<file path="config.mk">
export PLATFORM = sky130hd
export DESIGN_NAME = relay_expander_verified_write_flat
export DESIGN_NICKNAME = d
export VERILOG_FILES = /design/src/sv/rexp_pkg.sv /design/src/sv/rexp_if.sv /design/src/sv/rexp_seq.sv /design/src/sv/rexp_res_reg.sv /design/src/sv/relay_expander_verified_write.sv /design/src/flat_wrapper.sv
export SDC_FILE = /design/constraint.sdc
export NUM_CORES = 1
export LEC_CHECK = 0
export ABC_AREA = 1
export BUFFER_PORTS_ARGS = -buffer_cell sky130_fd_sc_hd__buf_2
export CAP_MARGIN = 15
export CORE_UTILIZATION = 60
export CTS_CLUSTER_DIAMETER = 80
export DETAILED_ROUTE_END_ITERATION = 10
export GPL_ROUTABILITY_DRIVEN = 0
export PLACE_DENSITY_LB_ADDON = 0.1
export SKIP_LAST_GASP = 1
export SYNTH_ARGS = -nofsm -noshare
export SYNTH_HDL_FRONTEND = slang
export SYNTH_SLANG_ARGS = --single-unit
</file>
<file path="constraint.sdc">
create_clock -name clk -period 6.9 [get_ports clk]
set_clock_uncertainty 0.05 [all_clocks]
set_input_delay 1.38 -clock clk [delete_from_list [all_inputs] [get_ports clk]]
set_output_delay 1.38 -clock clk [all_outputs]
set_load 0.02 [all_outputs]
</file>
<file path="src/sv/rexp_pkg.sv">
// ----------------------------------------------------------------------------
// rexp_pkg: shared types and codes for the relay expander sequencer
// command word and result word layouts, function codes, expander registers
// ----------------------------------------------------------------------------
package rexp_pkg;

	localparam int RELAY_COUNT_DEF = 8;

	// function codes of a command word
	localparam logic [1:0] FUNC_CMD  = 2'd0;
	localparam logic [1:0] FUNC_TICK = 2'd1;
	localparam logic [1:0] FUNC_DONE = 2'd2;

	// expander register addresses
	localparam logic [1:0] REG_NONE     = 2'd0;
	localparam logic [1:0] REG_OUTPUT   = 2'd1;
	localparam logic [1:0] REG_POLARITY = 2'd2;
	localparam logic [1:0] REG_CONFIG   = 2'd3;

	// error codes
	localparam logic [1:0] ERR_NONE   = 2'd0;
	localparam logic [1:0] ERR_BUS    = 2'd1;
	localparam logic [1:0] ERR_VERIFY = 2'd2;

	typedef struct packed {
		logic [1:0] func;
		logic [2:0] relay_index;
		logic       relay_on;
		logic       xfer_ok;
		logic [7:0] read_data;
	} cmd_t;

	typedef struct packed {
		logic        req_valid;
		logic        req_read;
		logic [1:0]  req_reg;
		logic [7:0]  req_data;
		logic        busy_res;
		logic [7:0]  confirmed_mask;
		logic [7:0]  commanded_mask;
		logic        healthy;
		logic [1:0]  fault_code;
		logic [15:0] bus_error_count;
		logic [15:0] verify_fail_count;
		logic [15:0] recovery_count;
	} res_t;

	function automatic logic [15:0] sat_inc(input logic [15:0] v);
		return (v == 16'hFFFF) ? v : v + 16'd1;
	endfunction

endpackage

</file>
<file path="src/sv/rexp_if.sv">
// ----------------------------------------------------------------------------
// rexp_cmd_if / rexp_res_if: valid-ready channels of the sequencer
// one word moves at a clock edge with valid and ready both high
// ----------------------------------------------------------------------------
interface rexp_cmd_if;
	logic       valid;
	logic       ready;
	logic [1:0] func;
	logic [2:0] relay_index;
	logic       relay_on;
	logic       xfer_ok;
	logic [7:0] read_data;

	modport source (output valid, func, relay_index, relay_on, xfer_ok, read_data,
		input ready);
	modport sink (input valid, func, relay_index, relay_on, xfer_ok, read_data,
		output ready);
endinterface

interface rexp_res_if;
	logic        valid;
	logic        ready;
	logic        req_valid;
	logic        req_read;
	logic [1:0]  req_reg;
	logic [7:0]  req_data;
	logic        busy_res;
	logic [7:0]  confirmed_mask;
	logic [7:0]  commanded_mask;
	logic        healthy;
	logic [1:0]  fault_code;
	logic [15:0] bus_error_count;
	logic [15:0] verify_fail_count;
	logic [15:0] recovery_count;

	modport source (output valid, req_valid, req_read, req_reg, req_data, busy_res,
		confirmed_mask, commanded_mask, healthy, fault_code, bus_error_count,
		verify_fail_count, recovery_count, input ready);
	modport sink (input valid, req_valid, req_read, req_reg, req_data, busy_res,
		confirmed_mask, commanded_mask, healthy, fault_code, bus_error_count,
		verify_fail_count, recovery_count, output ready);
endinterface

</file>
<file path="src/sv/rexp_seq.sv">
// ----------------------------------------------------------------------------
// rexp_seq: write-and-verify sequencer state and next-state logic
// updates the state on each accepted word and forms the matching result
// ----------------------------------------------------------------------------
module rexp_seq #(
	parameter int RELAY_COUNT = rexp_pkg::RELAY_COUNT_DEF
) (
	input  logic            clk,
	input  logic            arst_n,
	input  logic            step,
	input  rexp_pkg::cmd_t  cmd,
	output rexp_pkg::res_t  res
);

	typedef enum logic [2:0] {
		PH_IDLE   = 3'd0,
		PH_WR_OUT = 3'd1,
		PH_RD_CFG = 3'd2,
		PH_RD_OUT = 3'd3,
		PH_WR_POL = 3'd4,
		PH_WR_CFG = 3'd5
	} phase_t;

	localparam logic [3:0] RelayLimit = 4'(RELAY_COUNT);

	phase_t      phase_q, phase_d;
	logic [7:0]  wanted_q, wanted_d;
	logic [7:0]  verified_q, verified_d;
	logic [7:0]  target_q, target_d;
	logic [7:0]  rb_cfg_q, rb_cfg_d;
	logic        recov_q, recov_d;
	logic        restart_q, restart_d;
	logic        exp_ok_q, exp_ok_d;
	logic [1:0]  err_q, err_d;
	logic [15:0] bus_cnt_q, bus_cnt_d;
	logic [15:0] vfy_cnt_q, vfy_cnt_d;
	logic [15:0] rec_cnt_q, rec_cnt_d;

	logic        do_start;
	logic        rq_valid, rq_read;
	logic [1:0]  rq_reg;
	logic [7:0]  rq_data;
	logic [7:0]  bit_sel;

	assign bit_sel = 8'(1) << cmd.relay_index;

	always_comb begin
		phase_d   = phase_q;
		wanted_d  = wanted_q;
		verified_d = verified_q;
		target_d  = target_q;
		rb_cfg_d  = rb_cfg_q;
		recov_d   = recov_q;
		restart_d = restart_q;
		exp_ok_d  = exp_ok_q;
		err_d     = err_q;
		bus_cnt_d = bus_cnt_q;
		vfy_cnt_d = vfy_cnt_q;
		rec_cnt_d = rec_cnt_q;
		do_start  = 1'b0;
		rq_valid  = 1'b0;
		rq_read   = 1'b0;
		rq_reg    = rexp_pkg::REG_NONE;
		rq_data   = 8'd0;

		case (cmd.func)
			rexp_pkg::FUNC_CMD: begin
				if ({1'b0, cmd.relay_index} < RelayLimit) begin
					wanted_d = cmd.relay_on ? (wanted_q | bit_sel) : (wanted_q & ~bit_sel);
					if (phase_q == PH_IDLE)
						do_start = 1'b1;
					else
						restart_d = 1'b1;
				end
			end
			rexp_pkg::FUNC_TICK: begin
				if (phase_q == PH_IDLE)
					do_start = 1'b1;
			end
			rexp_pkg::FUNC_DONE: begin
				if (phase_q != PH_IDLE) begin
					if (!cmd.xfer_ok) begin
						exp_ok_d  = 1'b0;
						bus_cnt_d = rexp_pkg::sat_inc(bus_cnt_q);
						err_d     = rexp_pkg::ERR_BUS;
					end
					if (restart_q) begin
						do_start = 1'b1;
					end else if (!cmd.xfer_ok) begin
						recov_d = 1'b0;
						phase_d = PH_IDLE;
					end else begin
						unique case (phase_q) inside
							PH_WR_OUT, PH_WR_CFG: begin
								rq_valid = 1'b1;
								rq_read  = 1'b1;
								rq_reg   = rexp_pkg::REG_CONFIG;
								phase_d  = PH_RD_CFG;
							end
							PH_RD_CFG: begin
								rb_cfg_d = cmd.read_data;
								rq_valid = 1'b1;
								rq_read  = 1'b1;
								rq_reg   = rexp_pkg::REG_OUTPUT;
								phase_d  = PH_RD_OUT;
							end
							PH_RD_OUT: begin
								// readback check
								if (cmd.read_data != target_q || (rb_cfg_q != 8'd0 && recov_q))
								begin
									exp_ok_d  = 1'b0;
									vfy_cnt_d = rexp_pkg::sat_inc(vfy_cnt_q);
									err_d     = rexp_pkg::ERR_VERIFY;
									recov_d   = 1'b0;
									phase_d   = PH_IDLE;
								end else if (rb_cfg_q != 8'd0) begin
									recov_d  = 1'b1;
									exp_ok_d = 1'b0;
									rq_valid = 1'b1;
									rq_reg   = rexp_pkg::REG_POLARITY;
									phase_d  = PH_WR_POL;
								end else begin
									verified_d = target_q;
									exp_ok_d   = 1'b1;
									err_d      = rexp_pkg::ERR_NONE;
									if (recov_q)
										rec_cnt_d = rexp_pkg::sat_inc(rec_cnt_q);
									recov_d = 1'b0;
									phase_d = PH_IDLE;
								end
							end
							PH_WR_POL: begin
								rq_valid = 1'b1;
								rq_reg   = rexp_pkg::REG_CONFIG;
								phase_d  = PH_WR_CFG;
							end
							default: begin
								recov_d = 1'b0;
								phase_d = PH_IDLE;
							end
						endcase
					end
				end
			end
			default: ;
		endcase

		if (do_start) begin
			target_d  = wanted_d;
			recov_d   = 1'b0;
			restart_d = 1'b0;
			rq_valid  = 1'b1;
			rq_read   = 1'b0;
			rq_reg    = rexp_pkg::REG_OUTPUT;
			rq_data   = wanted_d;
			phase_d   = PH_WR_OUT;
		end
	end

	always_comb begin
		res.req_valid         = rq_valid;
		res.req_read          = rq_read;
		res.req_reg           = rq_reg;
		res.req_data          = rq_data;
		res.busy_res          = (phase_d != PH_IDLE);
		res.confirmed_mask    = verified_d;
		res.commanded_mask    = wanted_d;
		res.healthy           = exp_ok_d && (wanted_d == verified_d);
		res.fault_code        = err_d;
		res.bus_error_count   = bus_cnt_d;
		res.verify_fail_count = vfy_cnt_d;
		res.recovery_count    = rec_cnt_d;
	end

	always_ff @(posedge clk or negedge arst_n) begin
		if (!arst_n) begin
			phase_q    <= PH_IDLE;
			wanted_q   <= 8'd0;
			verified_q <= 8'd0;
			target_q   <= 8'd0;
			rb_cfg_q   <= 8'd0;
			recov_q    <= 1'b0;
			restart_q  <= 1'b0;
			exp_ok_q   <= 1'b0;
			err_q      <= rexp_pkg::ERR_NONE;
			bus_cnt_q  <= 16'd0;
			vfy_cnt_q  <= 16'd0;
			rec_cnt_q  <= 16'd0;
		end else if (step) begin
			phase_q    <= phase_d;
			wanted_q   <= wanted_d;
			verified_q <= verified_d;
			target_q   <= target_d;
			rb_cfg_q   <= rb_cfg_d;
			recov_q    <= recov_d;
			restart_q  <= restart_d;
			exp_ok_q   <= exp_ok_d;
			err_q      <= err_d;
			bus_cnt_q  <= bus_cnt_d;
			vfy_cnt_q  <= vfy_cnt_d;
			rec_cnt_q  <= rec_cnt_d;
		end
	end

endmodule

</file>
<file path="src/sv/rexp_res_reg.sv">
// ----------------------------------------------------------------------------
// rexp_res_reg: result register between sequencer and output channel
// takes a new word whenever empty or being drained in the same cycle
// ----------------------------------------------------------------------------
module rexp_res_reg (
	input  logic            clk,
	input  logic            arst_n,
	input  logic            in_valid,
	output logic            in_ready,
	input  rexp_pkg::res_t  in_data,
	output logic            out_valid,
	input  logic            out_ready,
	output rexp_pkg::res_t  out_data
);

	logic           valid_q;
	rexp_pkg::res_t data_q;

	assign in_ready  = !valid_q || out_ready;
	assign out_valid = valid_q;
	assign out_data  = data_q;

	always_ff @(posedge clk or negedge arst_n) begin
		if (!arst_n) begin
			valid_q <= 1'b0;
		end else if (in_ready) begin
			valid_q <= in_valid;
		end
	end

	always_ff @(posedge clk) begin
		if (in_valid && in_ready)
			data_q <= in_data;
	end

endmodule

</file>
<file path="src/sv/relay_expander_verified_write.sv">
// a result word is ready in the cycle after its command word is accepted
// throughput: one command word per cycle while the result register has room;
// a full result register accepts a new word when drained
// reset: arst_n clears all masks, counters, error and sequence state to idle
// and empties the result register
// ----------------------------------------------------------------------------
// relay_expander_verified_write: relay expander write-and-verify sequencer
// issues latch write, config and output readback, and config recovery
// ----------------------------------------------------------------------------
module relay_expander_verified_write #(
	parameter int RELAY_COUNT = rexp_pkg::RELAY_COUNT_DEF
) (
	input logic          clk,
	input logic          arst_n,
	rexp_cmd_if.sink     cmd,
	rexp_res_if.source   res
);

	rexp_pkg::cmd_t cmd_word;
	rexp_pkg::res_t next_res;
	rexp_pkg::res_t res_word;
	logic           step;
	logic           slot_ready;

	// gather the command word fields
	assign cmd_word.func        = cmd.func;
	assign cmd_word.relay_index = cmd.relay_index;
	assign cmd_word.relay_on    = cmd.relay_on;
	assign cmd_word.xfer_ok     = cmd.xfer_ok;
	assign cmd_word.read_data   = cmd.read_data;

	// every command word produces exactly one result word, so acceptance
	// follows room in the result register
	assign cmd.ready = slot_ready;
	assign step      = cmd.valid && slot_ready;

	// sequencer state machine; state advances only on accepted words
	rexp_seq #(
		.RELAY_COUNT(RELAY_COUNT)
	) u_seq (
		.clk    (clk),
		.arst_n (arst_n),
		.step   (step),
		.cmd    (cmd_word),
		.res    (next_res)
	);

	// result register decouples the output handshake from acceptance
	rexp_res_reg u_res_reg (
		.clk       (clk),
		.arst_n    (arst_n),
		.in_valid  (cmd.valid),
		.in_ready  (slot_ready),
		.in_data   (next_res),
		.out_valid (res.valid),
		.out_ready (res.ready),
		.out_data  (res_word)
	);

	// spread the result word onto the channel
	assign res.req_valid         = res_word.req_valid;
	assign res.req_read          = res_word.req_read;
	assign res.req_reg           = res_word.req_reg;
	assign res.req_data          = res_word.req_data;
	assign res.busy_res          = res_word.busy_res;
	assign res.confirmed_mask    = res_word.confirmed_mask;
	assign res.commanded_mask    = res_word.commanded_mask;
	assign res.healthy           = res_word.healthy;
	assign res.fault_code        = res_word.fault_code;
	assign res.bus_error_count   = res_word.bus_error_count;
	assign res.verify_fail_count = res_word.verify_fail_count;
	assign res.recovery_count    = res_word.recovery_count;

endmodule
</file>
<file path="src/flat_wrapper.sv">
// flat-port wrapper written by rule: the top's interface ports become plain ports
module relay_expander_verified_write_flat 
#(
	parameter int RELAY_COUNT = rexp_pkg::RELAY_COUNT_DEF
)
  (clk, arst_n, cmd_valid, cmd_func, cmd_relay_index, cmd_relay_on, cmd_xfer_ok, cmd_read_data, cmd_ready, res_valid, res_req_valid, res_req_read, res_req_reg, res_req_data, res_busy_res, res_confirmed_mask, res_commanded_mask, res_healthy, res_fault_code, res_bus_error_count, res_verify_fail_count, res_recovery_count, res_ready);
  rexp_cmd_if cmd_i ();
  rexp_res_if res_i ();
  input logic clk;
  input logic arst_n;
  input wire logic [$bits(cmd_i.valid)-1:0] cmd_valid;
  input wire logic [$bits(cmd_i.func)-1:0] cmd_func;
  input wire logic [$bits(cmd_i.relay_index)-1:0] cmd_relay_index;
  input wire logic [$bits(cmd_i.relay_on)-1:0] cmd_relay_on;
  input wire logic [$bits(cmd_i.xfer_ok)-1:0] cmd_xfer_ok;
  input wire logic [$bits(cmd_i.read_data)-1:0] cmd_read_data;
  output wire logic [$bits(cmd_i.ready)-1:0] cmd_ready;
  output wire logic [$bits(res_i.valid)-1:0] res_valid;
  output wire logic [$bits(res_i.req_valid)-1:0] res_req_valid;
  output wire logic [$bits(res_i.req_read)-1:0] res_req_read;
  output wire logic [$bits(res_i.req_reg)-1:0] res_req_reg;
  output wire logic [$bits(res_i.req_data)-1:0] res_req_data;
  output wire logic [$bits(res_i.busy_res)-1:0] res_busy_res;
  output wire logic [$bits(res_i.confirmed_mask)-1:0] res_confirmed_mask;
  output wire logic [$bits(res_i.commanded_mask)-1:0] res_commanded_mask;
  output wire logic [$bits(res_i.healthy)-1:0] res_healthy;
  output wire logic [$bits(res_i.fault_code)-1:0] res_fault_code;
  output wire logic [$bits(res_i.bus_error_count)-1:0] res_bus_error_count;
  output wire logic [$bits(res_i.verify_fail_count)-1:0] res_verify_fail_count;
  output wire logic [$bits(res_i.recovery_count)-1:0] res_recovery_count;
  input wire logic [$bits(res_i.ready)-1:0] res_ready;
  assign cmd_i.valid = cmd_valid;
  assign cmd_i.func = cmd_func;
  assign cmd_i.relay_index = cmd_relay_index;
  assign cmd_i.relay_on = cmd_relay_on;
  assign cmd_i.xfer_ok = cmd_xfer_ok;
  assign cmd_i.read_data = cmd_read_data;
  assign cmd_ready = cmd_i.ready;
  assign res_valid = res_i.valid;
  assign res_req_valid = res_i.req_valid;
  assign res_req_read = res_i.req_read;
  assign res_req_reg = res_i.req_reg;
  assign res_req_data = res_i.req_data;
  assign res_busy_res = res_i.busy_res;
  assign res_confirmed_mask = res_i.confirmed_mask;
  assign res_commanded_mask = res_i.commanded_mask;
  assign res_healthy = res_i.healthy;
  assign res_fault_code = res_i.fault_code;
  assign res_bus_error_count = res_i.bus_error_count;
  assign res_verify_fail_count = res_i.verify_fail_count;
  assign res_recovery_count = res_i.recovery_count;
  assign res_i.ready = res_ready;
  relay_expander_verified_write #(.RELAY_COUNT(RELAY_COUNT)) u_core (.clk(clk), .arst_n(arst_n), .cmd(cmd_i), .res(res_i));
endmodule
</file>
# Yosys cells after proc, flatten, opt, wreduce, memory -nomap -nowiden
# Index checks and enable logic that the tools add are counted.
# classes
n_addsub	3
n_eq_ne	15
shifts	1
muxes	81
n_bitwise	7
reduce_logical	24
# ops
operator	n
16-bit two-way mux	20
8-bit two-way mux	9
16-bit by 1-bit adder with 16-bit output, second input constant	3
16-bit == test, second input constant	3
1-bit two-way mux	30
3-bit two-way mux	7
2-bit two-way mux	10
3-bit case mux with 4 select lines	1
8-bit bitwise AND	1
8-bit == test	1
8-bit inequality test	1
8-bit NOT	1
8-bit bitwise OR	1
8-bit nonzero test	1
1-bit by 3-bit << shifter with 8-bit output, first input constant	1
3-bit by 2-bit == test with 1-bit output, second input constant	2
3-bit == test, second input constant	2
1-bit case mux with 2 select lines	3
2-bit case mux with 3 select lines	1
6-bit AND reduction	1
2-bit nonzero test	3
3-bit nonzero test	2
3-bit OR reduction	2
5-bit AND reduction	1
17 further kinds	24
# word_totals
ff_bits	169
output_inout_bits	82
word_cells	157

# Depth between registers and ports, before layout
# depth
word_depth	11
depth_mapped	15
mapped_depth_nobuf	15

# Modules after synthesis
# Synthesis repeated with hierarchy kept, for this count alone.
# hier_totals
cells_unflattened	952
area_unflattened_um2	8140.3
# by_module_without_submodules
mod	n_inst	cells_each	area_per_inst_um2	seq_area_each_um2
rexp_seq	1	864	5685.5	2202.1
rexp_res_reg	1	86	2447.3	2427.3
relay_expander_verified_write	1	2	7.5	0.0

# Worst setup path after synthesis
# OpenSTA, ideal clock, no wires.
# synth_path
kind	input-to-reg
startpoint	input res_ready
endpoint	register u_core.u_res_reg.data_q (netlist bit u_core.u_res_reg.out_data[0]) (enable)
arrival_time_ps	3238
required_time_ps	6445
setup_slack_ps	3207
cell_stages	6
path_buffers	2
cell_sequence	inv_1 > nand2_1 > nand2_1 > inv_1 > clkbuf_1 > buf_2
# synth_between
elab_chain_len	2
# synth_lines
element	line_no	text
start, declared	flat_wrapper.sv:31	input wire logic [$bits(res_i.ready)-1:0] res_ready;
1-bit logical OR	rexp_res_reg.sv:19	assign in_ready = !valid_q || out_ready;
net cmd_ready	flat_wrapper.sv:17	output wire logic [$bits(cmd_i.ready)-1:0] cmd_ready;
1-bit logical AND	-	
net u_core.step	relay_expander_verified_write.sv:22	logic step;
end signal, assigned	rexp_res_reg.sv:33	data_q <= in_data;
end, declared	rexp_res_reg.sv:17	rexp_pkg::res_t data_q;
# The timed path passes the listed nets, and every way through them passes these cells.
# A chain may end at the register's enable or synchronous reset.

# Worst setup path after layout
# layout_path
startpoint	input res_ready
endpoint	register u_core.u_res_reg.data_q (netlist bit u_core.u_res_reg.out_data[50]) (enable)
# layout_between
elab_chain_len	2
# layout_lines
element	line_no	text
1-bit logical OR	rexp_res_reg.sv:19	
1-bit logical AND	rexp_res_reg.sv:32	if (in_valid && in_ready)
# No other way between the ends.

==> impl_metrics.ini <==
[hold_path]
hold_end = u_core.u_seq.rb_cfg_q[0]$_DFFE_PN0P_
min_path_type = reg -> reg
min_path_cells = 2
worstHoldStart = u_core.u_seq.rb_cfg_q[0]$_DFFE_PN0P_

[logic_synthesis]
syn_avg_cell_area_um2 = 8.66
netlist_instances = 959
synth_edf_count = 80
syn-num-nets = 981
synthArstFlopShare_pct = 52.7
synth_top_cell_by_area = edfxtp_1
yosysSeqAreaShare_pct = 55.7
netlist_top_cells_area = edfxtp_1 (29%), dfrtp_1 (27%), nand2_1 (13%)
synthFlopType = dfrtp_1
ys_warn_count = 0
syn_area_mm2 = 0.00830
synth-seq-cells = 169
synth_top_area_share_pct = 28.9
yosysUniqueCellTypes = 45

[clocking]
cts_setup_buffers = 0
htree_num_levels = 4
insertion_delay_ns = 0.42
clockBufferDepth = 2
cts_sinks = 169
cts_tree = yes
cts_root_buf = clkbuf_16
clk_pin_slew_ns = 0.06
cts_resized = 0
ctsHoldBuffers = 0
cts_made_buffers = 17

[routing]
drt-total-wl_mm = 17.4
postRouteAntennaNets = 0
wire_per_inst_um = 14.0
drc = 0
viasPerCell = 5.30
firstDrtPassIters = 5
drt-initial-drc-count = 597
dr_total_vias = 6595

[critical_path]
end_kind = flop
crit_buf_inv = 4
reg2regPathDepth = 4
cp_max_fo = 108
crit_path_max_incr_delay_ns = 0.86
crit_slowest_cell = inv_6
r2r_start = u_core.u_res_reg.out_valid$_DFFE_PN0N_
worstPathCellList = buf_2, inv_1, nand2_1, nand2_2, inv_6, buf_4
worst-path-stages = 6
cp.required_ns = 6.90
reg2reg_to = u_core.u_res_reg.out_data[50]$_DFFE_PP_
critical_path_class = in -> reg
crit_family = buffers and inverters
cp.arrival_ns = 3.75
regToRegSetupSlack_ns = 3.81
worst_setup_path_start_kind = input port

[sta]
worst_pin_slew_ns = 1.06
maxSlewHeadroom_pct = 28.9
finalCriticalPeriod_ns = 3.75
rsz0062_at_grt = no
finalCritPeriodShare_pct = 54.3
setup_tns_ns = 0
max_freq_mhz = 267
final.setup.worst_slack_ns = 3.15
maxSlewViolCount = 0
setup_viol = 0
finalHoldViolCount = 0

[finish]
insertedDiodeCount = 0
multi_input_area_mm2 = 0.00302
area_delta_synth_final_pct = 14.6
drive_above_1_share_pct = 15.4
final_cells = 1244
regArea_mm2 = 0.00463
final_nets = 1077
nFillCells = 1097
fin_area_mm2 = 0.00952

[floorplan]
die_h_um = 120
die_x_um = 120
die_area_mm2 = 0.0143
io_pins = 101
std_cell_rows = 42
floorplan.initialDensity_pct = 62.2
core_mm2 = 0.0133

[grt]
grt_remaining_overflow = 0
grt_max_degree = 109
grt_usage_pct = 25.9
grt_pass1_vias = 5982
antenna_found_initial = 0
grt_pass1_wl_mm = 28.9

[place]
dp.cells = 1212
dp_slack_ns = 2.70
io_buffers = 100
dp_hpwl_mm = 11.9
place_area_mm2 = 0.00893

[outcome]
status = finished, final reports clean

[pwr]
ir_drop_v = 0.000186
p_leak_nw = 4.58
p_per_area_mw_per_mm2 = 324

[job]
maxCapViolCount = 0
cells by family after synthesis:
| family | share of synthesized area (%) |
|---|---|
| buf+inv | 7.86 |
| compound gates | 7.76 |
| fa+ha+maj | 0.452 |
| simple gates | 25.1 |
| flops | 55.7 |
| xor+xnor | 3.12 |
registers in the layout (all words and copies together) (netlist names), 3 cells and up:
signal / flops
u_core.u_seq.wanted_q: 8
u_core.u_seq.bus_cnt_q: 16
u_core.u_seq.rec_cnt_q: 16
u_core.u_seq.target_q: 8
u_core.u_seq.verified_q: 8
u_core.u_seq.vfy_cnt_q: 16
u_core.u_seq.phase_q: 3
u_core.u_res_reg.out_data: 80
u_core.u_seq.rb_cfg_q: 8
synth_stat cells, types with 6 or more instances:
master / n
clkbuf_1: 15
inv_2: 7
o21ai_0: 92
o21ai_1: 8
dfrtp_1: 89
nand4_1: 16
nand3_1: 62
nand2_1: 283
xor2_1: 18
nor2_1: 67
inv_1: 134
edfxtp_1: 80
nor3_1: 16
xnor2_1: 6
layer usage:
layer / vias to the layer above / global-route usage (%) / part of all wire [%]
met1: 3080 / 36.8 / 46
met2: 197 / 39.8 / 47
met3: 31 / 5.28 / 5.2
met5: - / 0 / 0
met4: 0 / 9.14 / 1.8
li1: 3287 / - / -
metrics by stage:
step | utilization, % | hold slack (ns) | power [mW]
final | 71.3 | 0.438 | 3.09
after global routing | 71.3 | 0.458 | 3.26
after global placement | 66.9 | 0.416 | 2.12
after detailed placement | 66.9 | 0.424 | 2.14
after CTS | 71.3 | 0.440 | 3.10
after floorplan | - | 0.403 | 1.93
worst register-to-register path: stages (launching register included):
cell	delay, ns
dfrtp_1	0.38
nand2_1	0.11
nand2_2	0.61
inv_6	0.87
buf_4	0.65
how the worst max path moves through the flow:
stage | startpoint | to | slack [ns]
CTS | res_ready | u_core.u_res_reg.out_data[50]$_DFFE_PP_ | 3.14
detailed placement | res_ready | u_core.u_res_reg.out_data[50]$_DFFE_PP_ | 2.70
global placement | res_ready | u_core.u_res_reg.out_data[50]$_DFFE_PP_ | 2.73
floorplan | res_ready | u_core.u_res_reg.out_data[0]$_DFFE_PP_ | 3.21
global route | res_ready | u_core.u_seq.rb_cfg_q[1]$_DFFE_PN0P_ | 2.76
finish | res_ready | u_core.u_res_reg.out_data[50]$_DFFE_PP_ | 3.15
cells in the final DEF, fill, tap and decap left out, types with 4 or more instances in the layout:
cell type | Yosys | final
edfxtp_1 | 80 | 80
a21oi_1 | 5 | 5
o21ai_0 | 92 | 92
inv_1 | 134 | 133
nor2_2 | 5 | 5
nand2_1 | 283 | 282
nor2_1 | 67 | 67
inv_2 | 7 | 7
clkbuf_16 | 0 | 17
xnor2_1 | 6 | 6
nand4_1 | 16 | 16
dfrtp_1 | 89 | 89
nor3_1 | 16 | 16
nand3_1 | 62 | 62
xor2_1 | 18 | 18
o21ai_1 | 8 | 8
clkinv_1 | 1 | 4
buf_2 | 3 | 99
power breakdown:
group / switching (mW) / internal (mW)
sequential: 0.134 / 1.28
clock: 0.385 / 0.564
combinational: 0.502 / 0.223
cell type report:
type                    count  area share, %
repair buffers            102           5.44
well taps                 176           2.31
flip-flops and latches    169           48.7
clock inverters            14           1.64
multi-input cells         623           31.8
clock buffers              18           4.51
inverters                 142           5.65
(Power assumes the default switching activity.)
